$ cat src/hw/rtl/stw_pkg.sv
`default_nettype none

package stw_pkg;

    // table size and default number of usable entries
    localparam int MAX_SPRITES_DEF = 64;
    localparam int TABLE_DEPTH     = 64;

    // field widths
    localparam int BYTE_W  = 8;
    localparam int SLOT_W  = 7;
    localparam int CMD_W   = 3;

    // request codes
    localparam logic [CMD_W-1:0] CMD_SET      = 3'd0;
    localparam logic [CMD_W-1:0] CMD_HIDE     = 3'd1;
    localparam logic [CMD_W-1:0] CMD_HIDE_ALL = 3'd2;
    localparam logic [CMD_W-1:0] CMD_GRP_BEGIN = 3'd3;
    localparam logic [CMD_W-1:0] CMD_GRP_ENTRY = 3'd4;
    localparam logic [CMD_W-1:0] CMD_READ     = 3'd5;

    // result kinds
    localparam logic KIND_ENTRY = 1'b0;
    localparam logic KIND_GROUP = 1'b1;

    // special byte values
    localparam logic [BYTE_W-1:0] HIDDEN_Y = 8'hFF;
    localparam logic [BYTE_W-1:0] END_MARK = 8'h80;

    // queue depths
    localparam int OPQ_DEPTH  = 2;
    localparam int RESQ_DEPTH = 2;

    // operations handed from front to back
    typedef enum logic [2:0] {
        OP_WRITE    = 3'd0,
        OP_HIDE     = 3'd1,
        OP_HIDE_ALL = 3'd2,
        OP_READ     = 3'd3,
        OP_REPORT   = 3'd4
    } op_code_t;

    typedef struct packed {
        op_code_t              code;
        logic [SLOT_W-1:0]     slot;
        logic                  in_range;
        logic [BYTE_W-1:0]     y;
        logic [BYTE_W-1:0]     tile;
        logic [BYTE_W-1:0]     attr;
        logic [BYTE_W-1:0]     x;
        logic [SLOT_W-1:0]     count;
    } op_t;

    typedef struct packed {
        logic                  kind;
        logic [BYTE_W-1:0]     y;
        logic [BYTE_W-1:0]     tile;
        logic [BYTE_W-1:0]     attr;
        logic [BYTE_W-1:0]     x;
        logic [SLOT_W-1:0]     count;
    } res_t;

    // generic attribute to packed hardware attribute
    function automatic logic [BYTE_W-1:0] map_attr(input logic [BYTE_W-1:0] a);
        map_attr = {a[1], a[0], a[2], 3'b000, a[5:4]};
    endfunction

endpackage

`default_nettype wire

$ cat src/hw/rtl/stw_ram.sv
`default_nettype none

module stw_ram #(
    parameter int WIDTH = 8,
    parameter int DEPTH = 64
) (
    input  wire logic                 clk,
    input  wire logic                 we,
    input  wire logic [((DEPTH > 1) ? $clog2(DEPTH) : 1)-1:0] addr,
    input  wire logic [WIDTH-1:0]     wdata,
    output logic      [WIDTH-1:0]     rdata
);

    logic [WIDTH-1:0] mem_reg [DEPTH];
    logic [WIDTH-1:0] rdata_reg;

    // single port, registered read
    always_ff @(posedge clk)
    begin
        if (we)
        begin
            mem_reg[addr] <= wdata;
        end
        rdata_reg <= mem_reg[addr];
    end

    assign rdata = rdata_reg;

endmodule

`default_nettype wire

$ cat src/hw/rtl/stw_front.sv
`default_nettype none

module stw_front #(
    parameter int MAX_SPRITES = stw_pkg::MAX_SPRITES_DEF
) (
    input  wire logic                        clk,
    input  wire logic                        rst_n,
    input  wire logic                        push,
    input  wire logic                        full,
    input  wire logic [stw_pkg::CMD_W-1:0]   cmd,
    input  wire logic [5:0]                  slot,
    input  wire logic [15:0]                 pos_x,
    input  wire logic [15:0]                 pos_y,
    input  wire logic [7:0]                  tile,
    input  wire logic [7:0]                  attr,
    input  wire logic signed [7:0]           offset_x,
    input  wire logic signed [7:0]           offset_y,
    input  wire logic [7:0]                  attr_xor,
    output logic                             op_push,
    output stw_pkg::op_t                     op
);

    localparam logic [stw_pkg::SLOT_W-1:0] MAX_SLOT = stw_pkg::SLOT_W'(MAX_SPRITES);

    // group state, only the integer bytes of the base position matter
    logic [stw_pkg::SLOT_W-1:0] grp_slot_reg, grp_slot_next;
    logic [stw_pkg::SLOT_W-1:0] grp_start_reg, grp_start_next;
    logic [7:0]                 grp_x_reg, grp_x_next;
    logic [7:0]                 grp_y_reg, grp_y_next;
    logic [7:0]                 grp_attr_reg, grp_attr_next;

    logic                       accept;
    logic                       slot_ok;
    logic [7:0]                 off_x_u;
    logic [7:0]                 off_y_u;

    assign accept  = push && !full;
    assign slot_ok = {1'b0, slot} < MAX_SLOT;
    assign off_x_u = $unsigned(offset_x);
    assign off_y_u = $unsigned(offset_y);

    // decode request into a back-end operation
    always_comb
    begin
        op             = '0;
        op_push        = 1'b0;
        grp_slot_next  = grp_slot_reg;
        grp_start_next = grp_start_reg;
        grp_x_next     = grp_x_reg;
        grp_y_next     = grp_y_reg;
        grp_attr_next  = grp_attr_reg;
        op.slot        = {1'b0, slot};
        op.in_range    = slot_ok;
        if (accept)
        begin
            case (cmd)
                stw_pkg::CMD_SET:
                begin
                    op.code = stw_pkg::OP_WRITE;
                    op.y    = 8'(pos_y[15:8] - 8'd1);
                    op.tile = tile;
                    op.attr = stw_pkg::map_attr(attr);
                    op.x    = pos_x[15:8];
                    op_push = slot_ok;
                end
                stw_pkg::CMD_HIDE:
                begin
                    op.code = stw_pkg::OP_HIDE;
                    op_push = slot_ok;
                end
                stw_pkg::CMD_HIDE_ALL:
                begin
                    op.code = stw_pkg::OP_HIDE_ALL;
                    op_push = 1'b1;
                end
                stw_pkg::CMD_GRP_BEGIN:
                begin
                    grp_start_next = {1'b0, slot};
                    grp_slot_next  = {1'b0, slot};
                    grp_x_next     = pos_x[15:8];
                    grp_y_next     = pos_y[15:8];
                    grp_attr_next  = attr;
                end
                stw_pkg::CMD_GRP_ENTRY:
                begin
                    if (off_x_u == stw_pkg::END_MARK)
                    begin
                        op.code  = stw_pkg::OP_REPORT;
                        op.count = stw_pkg::SLOT_W'(grp_slot_reg - grp_start_reg);
                        op_push  = 1'b1;
                    end
                    else if (grp_slot_reg < MAX_SLOT)
                    begin
                        op.code       = stw_pkg::OP_WRITE;
                        op.slot       = grp_slot_reg;
                        op.in_range   = 1'b1;
                        op.y          = 8'(grp_y_reg + off_y_u - 8'd1);
                        op.tile       = tile;
                        op.attr       = stw_pkg::map_attr(grp_attr_reg ^ attr_xor);
                        op.x          = 8'(grp_x_reg + off_x_u);
                        op_push       = 1'b1;
                        grp_slot_next = stw_pkg::SLOT_W'(grp_slot_reg + 1'b1);
                    end
                end
                stw_pkg::CMD_READ:
                begin
                    op.code = stw_pkg::OP_READ;
                    op_push = 1'b1;
                end
                default:
                begin
                    op_push = 1'b0;
                end
            endcase
        end
    end

    // group state registers
    always_ff @(posedge clk or negedge rst_n)
    begin
        if (!rst_n)
        begin
            grp_slot_reg  <= '0;
            grp_start_reg <= '0;
            grp_x_reg     <= '0;
            grp_y_reg     <= '0;
            grp_attr_reg  <= '0;
        end
        else
        begin
            grp_slot_reg  <= grp_slot_next;
            grp_start_reg <= grp_start_next;
            grp_x_reg     <= grp_x_next;
            grp_y_reg     <= grp_y_next;
            grp_attr_reg  <= grp_attr_next;
        end
    end

endmodule

`default_nettype wire

$ cat src/hw/rtl/stw_op_fifo.sv
`default_nettype none

module stw_op_fifo (
    input  wire logic          clk,
    input  wire logic          rst_n,
    input  wire logic          push,
    input  wire stw_pkg::op_t  din,
    output logic               full,
    input  wire logic          pop,
    output stw_pkg::op_t       dout,
    output logic               empty
);

    localparam int PW = (stw_pkg::OPQ_DEPTH > 1) ? $clog2(stw_pkg::OPQ_DEPTH) : 1;
    localparam int CW = $clog2(stw_pkg::OPQ_DEPTH + 1);
    localparam logic [PW-1:0] LAST = PW'(stw_pkg::OPQ_DEPTH - 1);

    stw_pkg::op_t   q_reg [stw_pkg::OPQ_DEPTH];
    logic [PW-1:0]  wr_ptr_reg, wr_ptr_next;
    logic [PW-1:0]  rd_ptr_reg, rd_ptr_next;
    logic [CW-1:0]  cnt_reg, cnt_next;
    logic           do_push;
    logic           do_pop;

    assign full    = cnt_reg == CW'(stw_pkg::OPQ_DEPTH);
    assign empty   = cnt_reg == '0;
    assign do_push = push && !full;
    assign do_pop  = pop && !empty;
    assign dout    = q_reg[rd_ptr_reg];

    // pointer and count update
    always_comb
    begin
        wr_ptr_next = wr_ptr_reg;
        rd_ptr_next = rd_ptr_reg;
        cnt_next    = cnt_reg;
        if (do_push)
        begin
            wr_ptr_next = (wr_ptr_reg == LAST) ? '0 : PW'(wr_ptr_reg + 1'b1);
        end
        if (do_pop)
        begin
            rd_ptr_next = (rd_ptr_reg == LAST) ? '0 : PW'(rd_ptr_reg + 1'b1);
        end
        if (do_push && !do_pop)
        begin
            cnt_next = CW'(cnt_reg + 1'b1);
        end
        else if (do_pop && !do_push)
        begin
            cnt_next = CW'(cnt_reg - 1'b1);
        end
    end

    always_ff @(posedge clk or negedge rst_n)
    begin
        if (!rst_n)
        begin
            wr_ptr_reg <= '0;
            rd_ptr_reg <= '0;
            cnt_reg    <= '0;
        end
        else
        begin
            wr_ptr_reg <= wr_ptr_next;
            rd_ptr_reg <= rd_ptr_next;
            cnt_reg    <= cnt_next;
        end
    end

    // entry storage
    always_ff @(posedge clk)
    begin
        if (do_push)
        begin
            q_reg[wr_ptr_reg] <= din;
        end
    end

endmodule

`default_nettype wire

$ cat src/hw/rtl/stw_back.sv
`default_nettype none

module stw_back #(
    parameter int MAX_SPRITES = stw_pkg::MAX_SPRITES_DEF
) (
    input  wire logic           clk,
    input  wire logic           rst_n,
    input  wire logic           op_empty,
    input  wire stw_pkg::op_t   op,
    output logic                op_pop,
    output logic                empty,
    input  wire logic           pop,
    output stw_pkg::res_t       res
);

    localparam int AW = (MAX_SPRITES > 1) ? $clog2(MAX_SPRITES) : 1;
    localparam logic [AW-1:0] LAST_ADDR = AW'(MAX_SPRITES - 1);
    localparam int RPW = (stw_pkg::RESQ_DEPTH > 1) ? $clog2(stw_pkg::RESQ_DEPTH) : 1;
    localparam int RCW = $clog2(stw_pkg::RESQ_DEPTH + 1);
    localparam logic [RPW-1:0] RLAST = RPW'(stw_pkg::RESQ_DEPTH - 1);

    typedef enum logic [1:0] {
        ST_RUN   = 2'b01,
        ST_SWEEP = 2'b10
    } state_t;

    state_t             state_reg, state_next;
    logic [AW-1:0]      sweep_reg, sweep_next;

    // ram ports
    logic               y_we;
    logic               r_we;
    logic [AW-1:0]      ram_addr;
    logic [7:0]         y_wdata;
    logic [23:0]        r_wdata;
    logic [7:0]         y_rdata;
    logic [23:0]        r_rdata;

    // result waiting for ram data
    logic                           pend_valid_reg, pend_valid_next;
    logic                           pend_kind_reg, pend_kind_next;
    logic                           pend_rd_reg, pend_rd_next;
    logic [stw_pkg::SLOT_W-1:0]     pend_count_reg, pend_count_next;

    // result queue
    stw_pkg::res_t      rq_reg [stw_pkg::RESQ_DEPTH];
    logic [RPW-1:0]     rq_wr_reg, rq_wr_next;
    logic [RPW-1:0]     rq_rd_reg, rq_rd_next;
    logic [RCW-1:0]     rq_cnt_reg, rq_cnt_next;
    logic               rq_pop;
    logic               res_room;
    stw_pkg::res_t      res_in;

    assign res_room = ({1'b0, rq_cnt_reg} + (RCW + 1)'(pend_valid_reg))
                      < (RCW + 1)'(stw_pkg::RESQ_DEPTH);

    // operation sequencer
    always_comb
    begin
        state_next      = state_reg;
        sweep_next      = sweep_reg;
        op_pop          = 1'b0;
        y_we            = 1'b0;
        r_we            = 1'b0;
        ram_addr        = op.slot[AW-1:0];
        y_wdata         = op.y;
        r_wdata         = {op.x, op.attr, op.tile};
        pend_valid_next = 1'b0;
        pend_kind_next  = pend_kind_reg;
        pend_rd_next    = pend_rd_reg;
        pend_count_next = pend_count_reg;
        case (state_reg)
            ST_RUN:
            begin
                if (!op_empty)
                begin
                    case (op.code)
                        stw_pkg::OP_WRITE:
                        begin
                            y_we   = 1'b1;
                            r_we   = 1'b1;
                            op_pop = 1'b1;
                        end
                        stw_pkg::OP_HIDE:
                        begin
                            y_we    = 1'b1;
                            y_wdata = stw_pkg::HIDDEN_Y;
                            op_pop  = 1'b1;
                        end
                        stw_pkg::OP_HIDE_ALL:
                        begin
                            op_pop     = 1'b1;
                            sweep_next = '0;
                            state_next = ST_SWEEP;
                        end
                        stw_pkg::OP_READ,
                        stw_pkg::OP_REPORT:
                        begin
                            if (res_room)
                            begin
                                op_pop          = 1'b1;
                                pend_valid_next = 1'b1;
                                pend_kind_next  = (op.code == stw_pkg::OP_REPORT)
                                                  ? stw_pkg::KIND_GROUP
                                                  : stw_pkg::KIND_ENTRY;
                                pend_rd_next    = (op.code == stw_pkg::OP_READ)
                                                  && op.in_range;
                                pend_count_next = (op.code == stw_pkg::OP_REPORT)
                                                  ? op.count : '0;
                            end
                        end
                        default:
                        begin
                            op_pop = 1'b1;
                        end
                    endcase
                end
            end
            ST_SWEEP:
            begin
                ram_addr = sweep_reg;
                y_we     = 1'b1;
                y_wdata  = stw_pkg::HIDDEN_Y;
                if (sweep_reg == LAST_ADDR)
                begin
                    state_next = ST_RUN;
                end
                else
                begin
                    sweep_next = AW'(sweep_reg + 1'b1);
                end
            end
            default:
            begin
                state_next = ST_RUN;
            end
        endcase
    end

    always_ff @(posedge clk or negedge rst_n)
    begin
        if (!rst_n)
        begin
            state_reg      <= ST_RUN;
            sweep_reg      <= '0;
            pend_valid_reg <= 1'b0;
        end
        else
        begin
            state_reg      <= state_next;
            sweep_reg      <= sweep_next;
            pend_valid_reg <= pend_valid_next;
        end
    end

    always_ff @(posedge clk)
    begin
        pend_kind_reg  <= pend_kind_next;
        pend_rd_reg    <= pend_rd_next;
        pend_count_reg <= pend_count_next;
    end

    // y byte and remaining bytes kept apart so hide touches only y
    stw_ram #(
        .WIDTH (8),
        .DEPTH (MAX_SPRITES)
    ) u_y_ram (
        .clk   (clk),
        .we    (y_we),
        .addr  (ram_addr),
        .wdata (y_wdata),
        .rdata (y_rdata)
    );

    stw_ram #(
        .WIDTH (24),
        .DEPTH (MAX_SPRITES)
    ) u_rest_ram (
        .clk   (clk),
        .we    (r_we),
        .addr  (ram_addr),
        .wdata (r_wdata),
        .rdata (r_rdata)
    );

    // assemble result from ram data
    always_comb
    begin
        res_in.kind  = pend_kind_reg;
        res_in.y     = pend_rd_reg ? y_rdata : '0;
        res_in.tile  = pend_rd_reg ? r_rdata[7:0] : '0;
        res_in.attr  = pend_rd_reg ? r_rdata[15:8] : '0;
        res_in.x     = pend_rd_reg ? r_rdata[23:16] : '0;
        res_in.count = pend_count_reg;
    end

    // result queue control
    assign empty  = rq_cnt_reg == '0;
    assign rq_pop = pop && !empty;
    assign res    = rq_reg[rq_rd_reg];

    always_comb
    begin
        rq_wr_next  = rq_wr_reg;
        rq_rd_next  = rq_rd_reg;
        rq_cnt_next = rq_cnt_reg;
        if (pend_valid_reg)
        begin
            rq_wr_next = (rq_wr_reg == RLAST) ? '0 : RPW'(rq_wr_reg + 1'b1);
        end
        if (rq_pop)
        begin
            rq_rd_next = (rq_rd_reg == RLAST) ? '0 : RPW'(rq_rd_reg + 1'b1);
        end
        if (pend_valid_reg && !rq_pop)
        begin
            rq_cnt_next = RCW'(rq_cnt_reg + 1'b1);
        end
        else if (rq_pop && !pend_valid_reg)
        begin
            rq_cnt_next = RCW'(rq_cnt_reg - 1'b1);
        end
    end

    always_ff @(posedge clk or negedge rst_n)
    begin
        if (!rst_n)
        begin
            rq_wr_reg  <= '0;
            rq_rd_reg  <= '0;
            rq_cnt_reg <= '0;
        end
        else
        begin
            rq_wr_reg  <= rq_wr_next;
            rq_rd_reg  <= rq_rd_next;
            rq_cnt_reg <= rq_cnt_next;
        end
    end

    always_ff @(posedge clk)
    begin
        if (pend_valid_reg)
        begin
            rq_reg[rq_wr_reg] <= res_in;
        end
    end

endmodule

`default_nettype wire

$ cat src/hw/rtl/sprite_table_writer_top.sv
// path: a read or group-end request goes through the operation queue, the pending stage
//   with the table read and the result queue before its result shows
// throughput: one request per cycle while full is low; reads and group ends wait until
//   the result queue has room for them and the pending result; hide all holds the table
//   while the y memory is swept, the 2-entry request queue absorbs what follows
// reset: queues, group state and sequencer clear at once; table contents are undefined
`default_nettype none

module sprite_table_writer_top #(
    parameter int MAX_SPRITES = stw_pkg::MAX_SPRITES_DEF
) (
    input  wire logic                        clk,
    input  wire logic                        rst_n,
    input  wire logic                        push,
    output logic                             full,
    input  wire logic [stw_pkg::CMD_W-1:0]   cmd,
    input  wire logic [5:0]                  slot,
    input  wire logic [15:0]                 pos_x,
    input  wire logic [15:0]                 pos_y,
    input  wire logic [7:0]                  tile,
    input  wire logic [7:0]                  attr,
    input  wire logic signed [7:0]           offset_x,
    input  wire logic signed [7:0]           offset_y,
    input  wire logic [7:0]                  attr_xor,
    output logic                             empty,
    input  wire logic                        pop,
    output logic                             kind,
    output logic [7:0]                       entry_y,
    output logic [7:0]                       entry_tile,
    output logic [7:0]                       entry_attr,
    output logic [7:0]                       entry_x,
    output logic [6:0]                       placed_count
);

    logic           op_push;
    stw_pkg::op_t   op_in;
    stw_pkg::op_t   op_out;
    logic           op_empty;
    logic           op_pop;
    stw_pkg::res_t  res;

    // request decode and group state
    stw_front #(
        .MAX_SPRITES (MAX_SPRITES)
    ) u_front (
        .clk      (clk),
        .rst_n    (rst_n),
        .push     (push),
        .full     (full),
        .cmd      (cmd),
        .slot     (slot),
        .pos_x    (pos_x),
        .pos_y    (pos_y),
        .tile     (tile),
        .attr     (attr),
        .offset_x (offset_x),
        .offset_y (offset_y),
        .attr_xor (attr_xor),
        .op_push  (op_push),
        .op       (op_in)
    );

    // operation queue between front and back
    stw_op_fifo u_op_fifo (
        .clk   (clk),
        .rst_n (rst_n),
        .push  (op_push),
        .din   (op_in),
        .full  (full),
        .pop   (op_pop),
        .dout  (op_out),
        .empty (op_empty)
    );

    // table access and results
    stw_back #(
        .MAX_SPRITES (MAX_SPRITES)
    ) u_back (
        .clk      (clk),
        .rst_n    (rst_n),
        .op_empty (op_empty),
        .op       (op_out),
        .op_pop   (op_pop),
        .empty    (empty),
        .pop      (pop),
        .res      (res)
    );

    assign kind         = res.kind;
    assign entry_y      = res.y;
    assign entry_tile   = res.tile;
    assign entry_attr   = res.attr;
    assign entry_x      = res.x;
    assign placed_count = res.count;

endmodule

`default_nettype wire

$ cat config.mk
export PLATFORM = sky130hd
export DESIGN_NAME = sprite_table_writer_top
export DESIGN_NICKNAME = d
export VERILOG_FILES = /design/src/hw/rtl/stw_pkg.sv /design/src/hw/rtl/stw_ram.sv /design/src/hw/rtl/stw_front.sv /design/src/hw/rtl/stw_op_fifo.sv /design/src/hw/rtl/stw_back.sv /design/src/hw/rtl/sprite_table_writer_top.sv
export SDC_FILE = /design/constraint.sdc
export NUM_CORES = 2
export LEC_CHECK = 0
export BUFFER_PORTS_ARGS = -buffer_cell sky130_fd_sc_hd__buf_2
export CAP_MARGIN = 5
export CORE_ASPECT_RATIO = 1.2
export CORE_UTILIZATION = 62
export CTS_CLUSTER_SIZE = 24
export DETAILED_ROUTE_END_ITERATION = 16
export PLACE_DENSITY = 0.79
export REMOVE_ABC_BUFFERS = 1
export SLEW_MARGIN = 10
export SYNTH_ARGS = -nofsm -noshare
export SYNTH_HDL_FRONTEND = slang
export SYNTH_SLANG_ARGS = --single-unit
$ cat constraint.sdc
create_clock -name clk -period 5.8 [get_ports clk]
set_clock_uncertainty 0.05 [all_clocks]
set_input_delay 0.29 -clock clk [delete_from_list [all_inputs] [get_ports clk]]
set_output_delay 0.29 -clock clk [all_outputs]
set_load 0.03 [all_outputs]
; Yosys cells after proc, flatten, opt, wreduce, memory -nomap -nowiden
; Memories as Yosys holds them, arrays and structs flattened. A register that Yosys moved wholly into a read port is not among the register bits.
; Cells that the tools add are included.
[word_totals]
reg_bits = 61
ramBits = 2228
inputBits = 85
output_inout_bits = 42
wordCells = 155
memories = 4
[mem_list]
columns = name, depth, word_bits, rd, rd_clocked_by_memory_dff, write_ports, line_no
row1 = u_back.u_rest_ram.mem_reg, 64, 24, 1, 1, 1, stw_ram.sv:14  ; logic [WIDTH-1:0] mem_reg [DEPTH];
row2 = u_back.u_y_ram.mem_reg, 64, 8, 1, 1, 1, stw_ram.sv:14
row3 = u_op_fifo.q_reg, 2, 50, 1, 0, 1, stw_op_fifo.sv:18  ; stw_pkg::op_t q_reg [stw_pkg::OPQ_DEPTH];
row4 = u_back.rq_reg, 2, 40, 1, 0, 1, stw_back.sv:46  ; stw_pkg::res_t rq_reg [stw_pkg::RESQ_DEPTH];
[classes]
n_addsub = 16
magnitude_cmp = 2
eq_ne = 20
n_mux = 62
n_bitwise = 2
reduce_logical = 32
[ops]
columns = op, count
row1 = $mux W40, 2
row2 = $pmux W32 S2, 1
row3 = $mux W8, 7
row4 = $mux W50, 1
row5 = $mux W1, 28
row6 = $mux W7, 4
row7 = $mux W6, 4
row8 = $add A8 B8 Y8, 2
row9 = $pmux W8 S2, 1
row10 = $sub A8 B1 Y8 const B, 2
row11 = $mux W2, 7
row12 = $pmux W7 S2, 1
row13 = $eq A3 B2 Y1 const B, 4
row14 = $pmux W3 S4, 1
row15 = $pmux W6 S2, 1
row16 = $reduce_and A4 Y1, 3
row17 = $eq A3 B3 Y1 const B, 3
row18 = $logic_and A1 B1 Y1, 9
row19 = $eq A8 B8 Y1 const B, 1
row20 = $ne A2 B2 Y1 const B, 4
row21 = $reduce_bool A2 Y1, 4
row22 = $add A7 B1 Y7 const B, 1
row23 = $logic_not A1 Y1, 7
row24 = $lt A7 B7 Y1 const B, 1
row25 = 23 further kinds, 35

; Longest topological paths before layout
[depth]
depth_word = 10
depth_mapped = 13
mapped_depth_nobuf = 12

; Cells and area by module
; A second synthesis with hierarchy kept.
[hier_totals]
hier_cells = 5438
hier_area_um2 = 91322.6
[modules_own_cells]
columns = mod, n_inst, cells_per_inst, area_each_um2, seq_area_each_um2
row1 = stw_ram (u_back.u_rest_ram), 1, 3411, 59226.8, 46604.7
row2 = stw_ram (u_back.u_y_ram), 1, 1171, 20449.6, 15534.9
row3 = stw_back, 1, 307, 4438.0, 2999.1
row4 = stw_op_fifo, 1, 175, 4057.6, 3103.0
row5 = stw_front, 1, 374, 3150.5, 850.8

; Least setup slack after synthesis
; OpenSTA, ideal clock, no wires.
[synth_path]
path_kind = reg-to-reg
startpoint = register u_back.state_reg[0]
endpoint = memory u_back.u_rest_ram.mem_reg[33][0] (enable)
setup_time_ns = 0.453
t_arrival_ns = 3.769
required_ns = 5.297
slack_ns = 1.528
path_stages_with_launch = 8
path_buffers = 2
synth_period_minus_slack_ns = 4.272
cell_sequence = dfstp_2 > inv_1 > ha_1 > buf_2 > buf_2 > o21ai_0 > nand3_1 > nor4_1
[synth_between]
elab_chain_len = 4
word_cells_on_any_way = 6
cone_classes = eq/ne: 2 / mux: 4
[synth_rtl]
columns = element, line_no
row1 = from (decl), stw_back.sv:27  ; state_t state_reg, state_next;
row2 = from (signal assigned), stw_back.sv:150  ; state_reg <= state_next;
row3 = $eq A2 B1 Y1, stw_back.sv:72  ; case (state_reg)
row4 = $mux W1, stw_back.sv:72
row5 = $mux W1, stw_ram.sv:20  ; if (we)
row6 = $mux W1 (implied by the code), stw_ram.sv:22  ; mem_reg[addr] <= wdata;
row7 = to (decl), stw_ram.sv:14
; Several ways; a longest one is shown, not always the timed one.

; Final worst setup path
[layout_path]
startpoint = register u_back.state_reg[0]
endpoint = register u_back.u_rest_ram.rdata_reg[8], in the netlist u_back.u_rest_ram.rdata[8], read port of u_back.u_rest_ram.mem_reg
[layout_between]
elab_chain_len = 2
[layout_rtl]
columns = element, line_no
row1 = $eq A2 B2 Y1, stw_back.sv:72
row2 = $mux W6, stw_back.sv:72
row3 = to (decl), stw_ram.sv:15  ; logic [WIDTH-1:0] rdata_reg;
; Every way passes these cells.
; A chain may end at the register's enable or synchronous reset.

==> metrics.cfg <==
[sta]
final.hold.worst_slack_ns = 0.0438
totalNegativeSetupSlack_ns = 0
period_needed_ns = 4.79
final_critical_path_setup_slack_ns = 1.01
final-hold-violation-count = 0
rsz0062_at_grt = no
fmax_mhz = 209
worst-slew-pin-transition_ns = 1.38
timing.slew.headroom = 0.0783
drv_slew = 0
period_share = 0.825
setup_violations = 0

[critical_path]
timing.setup.critical_path_class = flip-flop to flip-flop
worst-endpoint-arrival_ns = 5.38
worstPathMaxFanout = 68
ff2ff_setup_slack_ns = 1.01
slowest_delay_ns = 1.11
kind_of_end_point_of_the_critical_path = flip-flop
cp-startpoint = u_back.state_reg[0]
cp_cell_sequence = inv_1 -> ha_1 -> nor2b_1 -> o21ba_1 -> nor3_4 -> buf_12 -> buf_12 -> a22oi_1 -> a41oi_1 -> nor4_2 -> nand4_1
worst_r2r_path_depth = 11
critical_path.most_common_cell = sky130_fd_sc_hd__buf_12
r2r-start = u_back.state_reg[0]
worst_r2r_endpoint = u_back.u_rest_ram.rdata[8]
setup.worst_path.start_class = flip-flop
crit_required_ns = 6.39
cp_max_stage_cell = sky130_fd_sc_hd__nor4_2

[clock_network]
htreeDepth = 4
cts_inserted_buffers = 187
cts.sinks = 2109
clk_path_buf_depth = 3
cts_root_buf = sky130_fd_sc_hd__clkbuf_16
clk_transition_reported_paths_ns = 0.06
clock_tree_from_tritoncts = done
cts_repair_resize_count = 0
clock_latency_on_the_worst_skew_pair_ns = 0.85

[die]
die_h_um = 391
die_area_sq_um = 127000
core_area_sq_um = 125000
initial_core_util = 0.626
floorplan.io_pins = 127
rows = 142
die_w_um = 326

[power]
share_clk_of_total_power = 0.276
share_comb_of_total_power = 0.278
max-vdd-ir-drop_mv = 0.851
cellLeakagePower_nw = 27.4
netSwitchingFraction = 0.331
p_int_mw = 29.4
power.total_mw = 43.9
total_net_switching_power_mw = 14.6
power.density_cell_area_nw_per_um2 = 500
pwr-share-seq = 0.446

[placement]
postPlaceCellArea_sq_um = 81400
placed_cells_incl_taps = 5991
routabilityCongestion = 0.870
hpwlAfterDp_um = 108000
io_buffers = 101
place_ws_ns = 1.23

[run_status]
run_status = completed

[final_layout]
layout.cells.most_common_list = sky130_fd_sc_hd__edfxtp_1, sky130_fd_sc_hd__a22oi_1, sky130_fd_sc_hd__clkbuf_16
antennaDiodeCount = 0
max_ffs_per_register = 1344
most_common_cell_after_layout_fill_and_taps_aside = sky130_fd_sc_hd__edfxtp_1
instances_no_fill = 6387
layout-drive-gt1-share = 0.165
final_util = 0.704
area_growth_pct = 12.5
final_net_count = 4692
n_fill_cell = 7118
design_area_sq_um = 87900

[routing]
first_iter_violations = 6629
post-route-drc-count = 0
drt-total-wl_um = 196000
drt_pass1_iterations = 8
post_drt_via_cell_ratio = 7.00
avgRoutedWirePerCell_um = 30.7
num_vias = 44700
drtAntennaViolNets = 0

[yosys]
synth_async_sr_flop_share = 0.0242
postSynth.topFlopCell = sky130_fd_sc_hd__edfxtp_1
yosys.area.top_type_share = 0.780
synth_seq_area_share = 0.804
syn_area_sq_um = 78100
synthDistinctLibCells = 58
yosys_warnings = 0
synth.avg_cell_area_sq_um = 18.1
netlist_top_cells_area = sky130_fd_sc_hd__edfxtp_1, sky130_fd_sc_hd__a22oi_1, sky130_fd_sc_hd__a41oi_1, sky130_fd_sc_hd__dfrtp_1, sky130_fd_sc_hd__mux2_2
postSynthRegisterBits = 2109
synth_enable_flop_cells = 2029
synth.largest_area_cell = sky130_fd_sc_hd__edfxtp_1
netlist_instances = 4327

[job]
max-cap-violations = 0

[global_routing]
grt_overflow_total = 0
global_route_wire_length_before_repair_um = 285000
first_global_vias = 44300
grt_max_degree = 109
grt_usage = 0.307
antenna_violations_before_repair = 2

[hold_path]
worstHoldPathCells = 5
worst_hold_path.endpoint = u_op_fifo.q_reg[1][14]
hold_path.class = primary input to flip-flop
min_from = offset_x[7]

==> cell usage after synthesis (3+ instances only) <==
library cell,n
sky130_fd_sc_hd__a21o_1,10
sky130_fd_sc_hd__a21oi_1,62
sky130_fd_sc_hd__a221oi_1,58
sky130_fd_sc_hd__a22o_1,58
sky130_fd_sc_hd__a22oi_1,830
sky130_fd_sc_hd__a31o_1,10
sky130_fd_sc_hd__a31o_2,48
sky130_fd_sc_hd__a41oi_1,149
sky130_fd_sc_hd__and2_1,44
sky130_fd_sc_hd__and3_1,3
sky130_fd_sc_hd__buf_1,14
sky130_fd_sc_hd__buf_2,127
sky130_fd_sc_hd__buf_4,6
sky130_fd_sc_hd__clkbuf_1,120
sky130_fd_sc_hd__dfrtp_1,50
sky130_fd_sc_hd__dfxtp_1,29
sky130_fd_sc_hd__edfxtp_1,2029
sky130_fd_sc_hd__fa_1,3
sky130_fd_sc_hd__ha_1,33
sky130_fd_sc_hd__inv_1,49
sky130_fd_sc_hd__mux2_2,87
sky130_fd_sc_hd__mux2i_1,24
sky130_fd_sc_hd__nand2_1,61
sky130_fd_sc_hd__nand3_1,10
sky130_fd_sc_hd__nand4_1,54
sky130_fd_sc_hd__nor2_1,194
sky130_fd_sc_hd__nor2b_1,4
sky130_fd_sc_hd__nor3_1,11
sky130_fd_sc_hd__nor3_2,4
sky130_fd_sc_hd__nor3_4,4
sky130_fd_sc_hd__nor3b_1,6
sky130_fd_sc_hd__nor4_1,33
sky130_fd_sc_hd__o21a_1,6
sky130_fd_sc_hd__o21ai_0,24
sky130_fd_sc_hd__o21bai_1,6
sky130_fd_sc_hd__xnor2_1,22
sky130_fd_sc_hd__xor2_1,17
==> critical path: cells and delay by family, from the launching register on <==
family	cells	cell delay, ns
AND/OR/NAND/NOR	4	1.74
AO/OA/AOI/OAI	3	1.05
flip-flops	1	0.54
adder cells (fa/ha/maj)	1	0.50
buffers and inverters	3	0.55
==> worst max path at each step <==
stage / cells past startpoint / to
5_1_grt: 8 / u_back.u_y_ram.mem_reg[14][1]
3_5_place_dp: 8 / u_back.u_y_ram.mem_reg[14][5]
6_report: 11 / u_back.u_rest_ram.rdata[8]
4_1_cts: 8 / u_back.u_y_ram.mem_reg[14][1]
2_1_floorplan: 5 / u_back.u_rest_ram.mem_reg[15][0]
3_3_place_gp: 8 / u_back.u_y_ram.mem_reg[38][7]
==> power by group through the flow <==
stage	sequential, mW	combinational, mW	clock [mW]
final	19.6	12.2	12.1
after global routing	19.6	12.8	12.7
after CTS	19.6	12.0	12.1
after detailed placement	19.9	11.8	0
after global placement	19.8	11.4	0
after floorplan	19.9	6.89	0
==> logic make-up (layout without fill, tap and decap cells) <==
family                   count (synthesis)  count (layout)  synth area share
flip-flops                            2109            2109             0.804
AO/OA/AOI/OAI                         1272            1272             0.125
AND/OR/NAND/NOR                        442             442            0.0279
buffers and inverters                  316             718            0.0175
multiplexers                           112             112            0.0158
XOR/XNOR                                39              39           0.00437
adder cells (fa/ha/maj)                 36              36           0.00605
other                                    1               3         0.0000480
==> layer usage <==
metal  share of wire  up-vias  GRT usage  routed length (um)
met5        0.000066        -          0                  13
met4           0.050        2      0.151                9780
met3            0.11      512     0.0559               21700
met2            0.49     3217      0.498               95800
met1            0.35    22500      0.404               69000
li1                -    18500          -                   -
==> layout make-up <==
cell class / instances / area (sq um) / share of cell area
Clock buffer: 247 / 5130 / 0.0584
Clock inverter: 102 / 871 / 0.00991
Inverter: 49 / 184 / 0.00209
Multi-Input combinational cell: 1904 / 14300 / 0.163
Sequential cell: 2109 / 62800 / 0.714
Tap cell: 1656 / 2070 / 0.0236
Timing Repair Buffer: 320 / 2500 / 0.0285
==> repair_timing <==
| item | in CTS | in global routing |
|---|---|---|
| endpoints found under the hold margin | 154 | 0 |
| hold buffers | 47 | 0 |
| buffers inserted | 0 | 0 |
(Power assumes the default switching activity.)
